$ cat config.mk
export PLATFORM = sky130hd
export DESIGN_NAME = cps_search_ctrl
export DESIGN_NICKNAME = d
export VERILOG_FILES = /design/src/hdl/cps_pkg.sv /design/src/hdl/cps_search_ctrl.sv
export SDC_FILE = /design/constraint.sdc
export NUM_CORES = 1
export LEC_CHECK = 0
export ABC_CLOCK_PERIOD_IN_PS = 3210
export BUFFER_PORTS_ARGS = -buffer_cell sky130_fd_sc_hd__buf_2
export CAP_MARGIN = 20
export CORE_MARGIN = 2
export CORE_UTILIZATION = 55
export DETAILED_ROUTE_END_ITERATION = 8
export MAX_ROUTING_LAYER = met4
export PLACE_DENSITY = 0.82
export SETUP_SLACK_MARGIN = 0.05
export SYNTH_ARGS = -nofsm -noshare
export SYNTH_HDL_FRONTEND = slang
export SYNTH_SLANG_ARGS = --single-unit
$ cat constraint.sdc
create_clock -name clk -period 3.21 [get_ports clk]
set_clock_uncertainty 0.1 [all_clocks]
set_input_delay 0.1605 -clock clk [delete_from_list [all_inputs] [get_ports clk]]
set_output_delay 0.1605 -clock clk [all_outputs]
set_load 0.01 [all_outputs]
$ cat src/hdl/cps_pkg.sv
// Shared types and constants for the complement pair search unit.
// No dependencies; used by every module of the block.
package cps_pkg;

	// Width of one array element and of the stored values.
	localparam int VALUE_W = 32;
	// Width of the reported positions.
	localparam int INDEX_W = 8;
	// Default number of entries in the value memory.
	localparam int DEFAULT_TABLE_DEPTH = 256;

	// Result codes carried in tuser.
	typedef enum logic [1:0] {
		STATUS_PAIR     = 2'd0,
		STATUS_NONE     = 2'd1,
		STATUS_OVERFLOW = 2'd2
	} status_t;

	// Search controller states.
	typedef enum logic [1:0] {
		ST_IDLE,
		ST_SCAN,
		ST_FINISH,
		ST_EMIT
	} state_t;

endpackage

$ cat src/hdl/cps_search_ctrl.sv
// Search controller: holds the target register, the fill count and the flags,
// scans the value memory and drives the result register.
// Depends on cps_pkg; drives the ports of cps_value_ram.
module cps_search_ctrl #(
	parameter int TABLE_DEPTH = cps_pkg::DEFAULT_TABLE_DEPTH,
	parameter int AW          = $clog2(TABLE_DEPTH)
) (
	input  logic                        clk,
	input  logic                        arst_n,
	// Configuration.
	input  logic                        cfg_we,
	input  logic [cps_pkg::VALUE_W-1:0] cfg_wdata,
	// Input words.
	input  logic                        in_valid,
	output logic                        in_ready,
	input  logic [cps_pkg::VALUE_W-1:0] in_value,
	input  logic                        in_last,
	// Result words.
	output logic                        out_valid,
	input  logic                        out_ready,
	output cps_pkg::status_t            out_status,
	output logic [cps_pkg::INDEX_W-1:0] out_first,
	output logic [cps_pkg::INDEX_W-1:0] out_second,
	// Value memory.
	output logic                        mem_we,
	output logic [AW-1:0]               mem_waddr,
	output logic [cps_pkg::VALUE_W-1:0] mem_wdata,
	output logic                        mem_re,
	output logic [AW-1:0]               mem_raddr,
	input  logic [cps_pkg::VALUE_W-1:0] mem_rdata
);

	localparam int CW = $clog2(TABLE_DEPTH + 1);
	localparam int XW = (CW > cps_pkg::INDEX_W) ? CW : cps_pkg::INDEX_W;
	localparam logic [CW-1:0] FULL_COUNT = CW'(TABLE_DEPTH);

	cps_pkg::state_t state_q, state_n;

	logic [cps_pkg::VALUE_W-1:0] target_q;
	logic [CW-1:0]               count_q, count_n;
	logic                        pair_q, pair_n;
	logic                        exceed_q, exceed_n;
	logic [cps_pkg::VALUE_W:0]   want_q, want_n;
	logic [cps_pkg::VALUE_W-1:0] value_q, value_n;
	logic                        last_q, last_n;
	logic [CW-1:0]               ptr_q, ptr_n;
	logic                        cmp_v_q, cmp_v_n;
	logic [AW-1:0]               cmp_idx_q, cmp_idx_n;
	logic                        pend_q, pend_n;
	cps_pkg::status_t            res_status_q, res_status_n;
	logic [cps_pkg::INDEX_W-1:0] res_first_q, res_first_n;
	logic [cps_pkg::INDEX_W-1:0] res_second_q, res_second_n;
	logic                        out_valid_q;
	cps_pkg::status_t            out_status_q;
	logic [cps_pkg::INDEX_W-1:0] out_first_q, out_second_q;

	logic                        accept;
	logic                        out_free;
	logic                        load_out;
	logic                        hit;
	logic                        scan_end;
	logic [XW-1:0]               cmp_idx_wide;
	logic [XW-1:0]               count_wide;

	assign accept   = in_valid && in_ready;
	assign out_free = !out_valid_q || out_ready;

	// Positions are reported modulo 256.
	assign cmp_idx_wide = XW'(cmp_idx_q);
	assign count_wide   = XW'(count_q);

	// A stored value matches when its sign extension equals the complement.
	assign hit      = cmp_v_q && ({mem_rdata[cps_pkg::VALUE_W-1], mem_rdata} == want_q);
	assign scan_end = cmp_v_q && ((CW'(cmp_idx_q) + CW'(1)) == count_q);

	// Target register.
	always_ff @(posedge clk or negedge arst_n) begin
		if (!arst_n) begin
			target_q <= '0;
		end else if (cfg_we) begin
			target_q <= cfg_wdata;
		end
	end

	// Next state, memory accesses and result assembly.
	always_comb begin
		state_n      = state_q;
		count_n      = count_q;
		pair_n       = pair_q;
		exceed_n     = exceed_q;
		want_n       = want_q;
		value_n      = value_q;
		last_n       = last_q;
		ptr_n        = ptr_q;
		cmp_v_n      = 1'b0;
		cmp_idx_n    = cmp_idx_q;
		pend_n       = pend_q;
		res_status_n = res_status_q;
		res_first_n  = res_first_q;
		res_second_n = res_second_q;
		in_ready     = 1'b0;
		load_out     = 1'b0;
		mem_we       = 1'b0;
		mem_waddr    = count_q[AW-1:0];
		mem_wdata    = value_q;
		mem_re       = 1'b0;
		mem_raddr    = ptr_q[AW-1:0];
		case (state_q)
			cps_pkg::ST_IDLE: begin
				in_ready = 1'b1;
				if (accept) begin
					value_n = in_value;
					last_n  = in_last;
					want_n  = {target_q[cps_pkg::VALUE_W-1], target_q}
						- {in_value[cps_pkg::VALUE_W-1], in_value};
					ptr_n   = '0;
					state_n = cps_pkg::ST_FINISH;
					if (pair_q || exceed_q) begin
						// Rest of the array is skipped.
					end else if (count_q == FULL_COUNT) begin
						exceed_n = 1'b1;
					end else if (count_q == '0) begin
						// Nothing to search: store straight away.
						mem_we    = 1'b1;
						mem_wdata = in_value;
						count_n   = count_q + CW'(1);
					end else begin
						state_n = cps_pkg::ST_SCAN;
					end
				end
			end
			cps_pkg::ST_SCAN: begin
				// One read issued per cycle, compared in the next cycle.
				if (ptr_q < count_q && !hit) begin
					mem_re    = 1'b1;
					ptr_n     = ptr_q + CW'(1);
					cmp_v_n   = 1'b1;
					cmp_idx_n = ptr_q[AW-1:0];
				end
				if (hit) begin
					pend_n       = 1'b1;
					pair_n       = 1'b1;
					res_status_n = cps_pkg::STATUS_PAIR;
					res_first_n  = cmp_idx_wide[cps_pkg::INDEX_W-1:0];
					res_second_n = count_wide[cps_pkg::INDEX_W-1:0];
					state_n      = cps_pkg::ST_FINISH;
				end else if (scan_end) begin
					mem_we  = 1'b1;
					count_n = count_q + CW'(1);
					state_n = cps_pkg::ST_FINISH;
				end
			end
			cps_pkg::ST_FINISH: begin
				// End of an array: report a missing pair or an overflow, and reset the fill count and flags.
				if (last_q) begin
					if (!pend_q && !pair_q) begin
						pend_n       = 1'b1;
						res_status_n = exceed_q ? cps_pkg::STATUS_OVERFLOW
							: cps_pkg::STATUS_NONE;
						res_first_n  = '0;
						res_second_n = '0;
					end
					count_n  = '0;
					pair_n   = 1'b0;
					exceed_n = 1'b0;
				end
				if (pend_n) begin
					state_n = cps_pkg::ST_EMIT;
				end else begin
					state_n = cps_pkg::ST_IDLE;
				end
			end
			cps_pkg::ST_EMIT: begin
				if (out_free) begin
					load_out = 1'b1;
					pend_n   = 1'b0;
					state_n  = cps_pkg::ST_IDLE;
				end
			end
			default: begin
				state_n = cps_pkg::ST_IDLE;
			end
		endcase
	end

	// Control registers.
	always_ff @(posedge clk or negedge arst_n) begin
		if (!arst_n) begin
			state_q  <= cps_pkg::ST_IDLE;
			count_q  <= '0;
			pair_q   <= 1'b0;
			exceed_q <= 1'b0;
			cmp_v_q  <= 1'b0;
			pend_q   <= 1'b0;
			ptr_q    <= '0;
		end else begin
			state_q  <= state_n;
			count_q  <= count_n;
			pair_q   <= pair_n;
			exceed_q <= exceed_n;
			cmp_v_q  <= cmp_v_n;
			pend_q   <= pend_n;
			ptr_q    <= ptr_n;
		end
	end

	// Payload registers of the item in work.
	always_ff @(posedge clk) begin
		want_q       <= want_n;
		value_q      <= value_n;
		last_q       <= last_n;
		cmp_idx_q    <= cmp_idx_n;
		res_status_q <= res_status_n;
		res_first_q  <= res_first_n;
		res_second_q <= res_second_n;
	end

	// Result register towards the output side.
	always_ff @(posedge clk or negedge arst_n) begin
		if (!arst_n) begin
			out_valid_q <= 1'b0;
		end else if (load_out) begin
			out_valid_q <= 1'b1;
		end else if (out_ready) begin
			out_valid_q <= 1'b0;
		end
	end

	always_ff @(posedge clk) begin
		if (load_out) begin
			out_status_q <= res_status_q;
			out_first_q  <= res_first_q;
			out_second_q <= res_second_q;
		end
	end

	assign out_valid  = out_valid_q;
	assign out_status = out_status_q;
	assign out_first  = out_first_q;
	assign out_second = out_second_q;

	// The fill count never passes the memory depth.
	a_count_bound: assert property (@(posedge clk) disable iff (!arst_n)
		count_q <= FULL_COUNT)
		else $error("fill count beyond table depth");

	// A pair and an overflow are never recorded for the same array.
	a_flags_exclusive: assert property (@(posedge clk) disable iff (!arst_n)
		!(pair_q && exceed_q))
		else $error("pair and overflow both set");

	// Reads stay below the fill count and never meet the write address.
	a_no_overlap: assert property (@(posedge clk) disable iff (!arst_n)
		mem_re |-> (ptr_q < count_q) && !(mem_we && mem_waddr == mem_raddr))
		else $error("memory read outside stored entries");

	// A new result only comes from the emit state.
	a_emit_source: assert property (@(posedge clk) disable iff (!arst_n)
		load_out |-> state_q == cps_pkg::ST_EMIT && pend_q)
		else $error("result loaded without a pending result");

	// A stored value is only written while no pair or overflow is recorded and the table has room.
	a_store_guard: assert property (@(posedge clk) disable iff (!arst_n)
		mem_we |-> !pair_q && !exceed_q && count_q < FULL_COUNT)
		else $error("store after pair or overflow");

endmodule

# Word-level counts from Yosys, hierarchy flattened
# Cells that the tools add are included.
[totals]
reg_bits = 167
[classes]
n_addsub = 4
order_cmp = 1
n_eq_ne = 19
muxes = 62
n_reduce_logical = 28
[op_table]
columns = ["cell", "count"]
rows = [
  ["32-bit 2-to-1 mux", 5],
  ["9-bit 2-to-1 mux", 9],
  ["33-bit == test", 1],
  ["32-bit by 32-bit subtractor with 33-bit output", 1],
  ["8-bit 2-to-1 mux", 4],
  ["8-bit case mux with 2 select lines", 2],
  ["9-bit case mux with 3 select lines", 1],
  ["2-bit 2-to-1 mux", 12],
  ["2-bit != test, second input constant", 12],
  ["1-bit 2-to-1 mux", 22],
  ["9-bit by 1-bit adder with 9-bit output, second input constant", 2],
  ["9-bit case mux with 2 select lines", 1],
  ["3-bit AND reduction", 4],
  ["8-bit by 1-bit adder with 9-bit output, second input constant", 1],
  ["9-bit == test", 1],
  ["9-bit == test, second input constant", 1],
  ["9-bit zero test", 1],
  ["9-bit < comparator", 1],
  ["2-bit case mux with 4 select lines", 1],
  ["8-bit AND reduction", 1],
  ["2-bit nonzero test", 4],
  ["1-bit case mux with 2 select lines", 3],
  ["3-bit nonzero test", 2],
  ["1-bit logical AND", 5],
  ["11 further kinds", 17],
]

# Depth between registers and ports, before layout
[logic_depth]
depth_word = 7
ltp_mapped = 12
depth_no_buf = 12

# Least setup slack after synthesis
# Ideal clock, no wire load.
[synth_timing]
kind = "register to register"
startpoint = "register count_q[4]"
endpoint = "register ptr_q[0]"
setup_ns = 0.127
arrival_ns = 2.729
required_time_ns = 2.983
slack_ns = 0.254
path_stages_with_launch = 10
period_less_slack_ns = 2.956
cell_sequence = "dfrtp_1 > inv_1 > ha_1 > and3_1 > a2111o_1 > a31oi_1 > o211a_1 > clkbuf_1 > or2_1 > mux2_1"
[synth_between]
elab_chain_cells = 4
[synth_lines]
columns = ["item", "line", "rtl"]
rows = [
  ["from (decl)", "cps_search_ctrl.sv:40", "logic [CW-1:0] count_q, count_n;"],
  ["from (signal assigned)", "cps_search_ctrl.sv:198", "count_q <= count_n;"],
  ["9-bit < comparator", "cps_search_ctrl.sv:134", "if (ptr_q < count_q && !hit) begin"],
  ["1-bit logical AND", "cps_search_ctrl.sv:134", ""],
  ["2-bit != test (no source line)", "-", ""],
  ["3-bit AND reduction (no source line)", "-", ""],
  ["to (signal assigned)", "cps_search_ctrl.sv:203", "ptr_q <= ptr_n;"],
  ["to (decl)", "cps_search_ctrl.sv:46", "logic [CW-1:0] ptr_q, ptr_n;"],
]
# No other way between the ends.
# A chain may end at the register's enable or synchronous reset.

# Worst setup path in the final report
[layout_timing]
startpoint = "input in_value[1] (netlist name)"
endpoint = "register want_q[25] (netlist name), data pin"
[layout_between]
elab_chain_cells = 1
[layout_lines]
columns = ["item", "line", "rtl"]
rows = [
  ["from (decl)", "cps_search_ctrl.sv:16", "input logic [cps_pkg::VALUE_W-1:0] in_value,"],
  ["32-bit by 32-bit subtractor with 33-bit output", "cps_search_ctrl.sv:115", "- {in_value[cps_pkg::VALUE_W-1], in_value};"],
  ["to (signal assigned)", "cps_search_ctrl.sv:209", "want_q <= want_n;"],
  ["to (decl)", "cps_search_ctrl.sv:43", "logic [cps_pkg::VALUE_W:0] want_q, want_n;"],
]
# No other way between the ends.

==> results.sh <==
export IMPL_rsz0062_at_grt="false"
export IMPL_yosysUniqueCellTypes=67
export IMPL_final_max_slew_violation_count=0
export IMPL_grtUsageTotal=0.266
export IMPL_row_count=46
export IMPL_wl_per_cell_um=17.4
export IMPL_synth_flop_cell="edfxtp_1"
export IMPL_synth_area_top_cells="edfxtp_1 (37%), dfrtp_1 (16%), ha_1 (6.2%)"
export IMPL_drtPass1Iterations=5
export IMPL_power_density_cell_area_mw_per_mm2=653
export IMPL_peakVddDrop_mv=0.492
export IMPL_cts_sinks=167
export IMPL_yosysSeqAreaShare=0.529
export IMPL_crit_chain="dlygate4sd3_1 -> buf_2 -> inv_1 -> ha_1 -> nor2b_1 -> o21ai_0 -> a21boi_2 -> o21ai_2 -> a2111oi_2 -> buf_4 -> nor3_1 -> o221ai_1 -> xor2_1"
export IMPL_die_x_um=131
export IMPL_wl_met3_um=1430
export IMPL_hp_class="primary input to register"
export IMPL_htreeDepth=4
export IMPL_cts_inserted_buffers=17
export IMPL_vias=7071
export IMPL_pwr_share_seq=0.408
export IMPL_ant_nets=0
export IMPL_grt_max_degree=75
export IMPL_yosysMostFrequentCell="edfxtp_1"
export IMPL_yosys_area_top_type="edfxtp_1"
export IMPL_drive_above_1_share=0.264
export IMPL_grt_pass1_vias=6982
export IMPL_wirelength_um=22300
export IMPL_avgSynthCellArea_um2=11.1
export IMPL_syn_cell_area_mm2=0.00894
export IMPL_synth_top_area_share=0.370
export IMPL_cp_slowest_cell="dlygate4sd3_1"
export IMPL_boundaryPins=172
export IMPL_globalRoute_totalOverflow=0
export IMPL_maxCapViolCount=0
export IMPL_crit_path_max_fanout=4
export IMPL_post_route_util=0.715
export IMPL_intPower_uw=4870
export IMPL_p_leak_uw=0.00493
export IMPL_grt_pass1_wl_um=35100
export IMPL_status="finished clean"
export IMPL_arrival_ns=3.13
export IMPL_switchingPower_uw=2550
export IMPL_syn_num_nets=955
export IMPL_synth_common_cells="edfxtp_1 (110), nand2_1 (69), inv_1 (58)"
export IMPL_area_growth_pct=27.1
export IMPL_final_setup_tns_ns=0
export IMPL_worst_setup_path_type="primary input to register"
export IMPL_max_stage_delay_ns=0.55
export IMPL_fmax_ghz=0.327
export IMPL_clkLatencyLatePin_ns=0.43
export IMPL_num_nets_final=1195
export IMPL_top_layer="met4"
export IMPL_finalSetupViolations=0
export IMPL_fin_ws_ns=0.154
export IMPL_drc=0
export IMPL_start_kind="primary input"
export IMPL_async_flop_share=0.341
export IMPL_die_area_mm2=0.0173
export IMPL_wl_met1_um=9010
export IMPL_route_met2_wl_um=11400
export IMPL_core_mm2=0.0159
export IMPL_syn_inst=808
export IMPL_fin_crit_ns=3.06
export IMPL_drtIter0Drc=611
export IMPL_required_ns=3.28
export IMPL_cts_buffer_depth=2
export IMPL_hold_viol=0
export IMPL_cts_root_buf="clkbuf_16"
export IMPL_p_comb_frac=0.323
export IMPL_fillCellCount=1079
export IMPL_p_sw_frac=0.344
export IMPL_r2r_setup_slack_ns=0.20
export IMPL_crit_buf_inv=4
export IMPL_relSlewSlack=0.341
export IMPL_ys_ff_latch=167
export IMPL_yosysWarnings=0
export IMPL_cts_reportedPaths_clkPinSlew_ns=0.07
export IMPL_port_buffers=171
export IMPL_cts_tree="done"
export IMPL_crit_family="compound AO/OA/AOI/OAI gates"
export IMPL_die_h_um=131
export IMPL_place_hpwl_um=14500
export IMPL_endpoint_kind="register"
export IMPL_period_share=0.952
export IMPL_worst_pin_slew_ns=0.989
export IMPL_gp_congestion=0.907
export IMPL_viasPerCell=5.51
export IMPL_clkPwrFrac=0.270
export IMPL_synth_edf_count=110
export IMPL_antenna_found_initial=6
export IMPL_pre_cts_slack_ns=0.140
export IMPL_initial_core_util=0.563
-- power groups by stage --
stage	sequential (uW)	clock (uW)	combinational [uW]
6_report	3020	2000	2390
5_1_grt	3060	2120	2630
4_1_cts	3020	2010	2250
3_5_place_dp	3060	0	2160
3_3_place_gp	3040	0	2120
2_1_floorplan	3050	0	1470
-- metal layers --
layer | global-route usage | vias to the layer above
met3 | 0.0613 | 45
li1 | - | 3386
met2 | 0.449 | 316
met5 | - | -
met1 | 0.312 | 3324
met4 | 0.0966 | 0
-- cells in the final DEF, fill, tap and decap left out, types with 37 or more instances in the layout --
master,netlist,layout
dfrtp_1,57,56
buf_2,2,171
xnor2_1,45,45
nand2_1,69,69
nor2_1,47,47
inv_1,58,57
a21oi_1,37,37
edfxtp_1,110,110
o21ai_0,53,48
ha_1,44,44
dlygate4sd3_1,0,68
-- worst min-delay path: stages --
cell and delay, ns:
buf_2 0.08, xnor2_1 0.05, nand4_1 0.07, nor3_1 0.06
nand3_1 0.11, o21ai_0 0.08
-- final timing paths --
check                                 from       endpoint  cells after the start
setup reg to reg               target_q[0]     want_q[30]                     12
setup / recovery               in_value[1]     want_q[25]                     13
min in group asynchronous           arst_n   target_q[27]                      2
max in group asynchronous           arst_n   target_q[14]                      3
hold reg to reg            res_second_q[6]  out_second[6]                      0
hold / removal               mem_rdata[20]         pair_q                      6
-- stage by stage --
stage | instance area [um^2] | hold slack, ns | power (uW) | instances
after floorplan | 8940 | -0.235 | 4520 | 808
after global placement | 9940 | 0.251 | 5160 | 1169
after detailed placement | 9940 | 0.242 | 5220 | 1169
after CTS | 11200 | 0.130 | 7290 | 1269
after global routing | 11400 | 0.232 | 7810 | 1283
final | 11400 | 0.131 | 7420 | 1283
-- cells by family (layout without fill, tap and decap cells) --
kind of cell | count (synthesis) | count (layout) | share of synthesized area
flops | 167 | 167 | 0.529
simple gates | 232 | 232 | 0.132
compound gates | 164 | 164 | 0.115
other cells | 0 | 6 | 0
mux | 35 | 35 | 0.0438
buf+inv | 98 | 351 | 0.0503
fa+ha+maj | 45 | 45 | 0.0638
xor+xnor | 67 | 67 | 0.0657
-- flip-flops by register name, indices dropped and copies added, names as in the netlist, 8 cells and up --
name / flops
res_second_q: 8
out_first: 8
count_q: 9
target_q: 32
ptr_q: 9
want_q: 33
res_first_q: 8
out_second: 8
cmp_idx_q: 8
value_q: 32
-- cell type report --
cell class	count	area (um^2)	share of cell area
Timing Repair Buffer	260	1720	0.152
Clock buffer	17	425	0.0374
Clock inverter	15	154	0.0135
Sequential cell	167	4730	0.416
Inverter	59	221	0.0195
Tap cell	216	270	0.0238
Multi-Input combinational cell	543	3820	0.336
Antenna cell	6	15.0	0.00132
-- timing repair --
item,CTS,global route
gates cloned,0,1
pin swaps,0,6
resized for setup,4,20
hold buffers,68,0
hold endpoints to repair,108,0
setup buffers,0,7
setup endpoints to repair,14,45
Power figures use the tool's default switching activity.
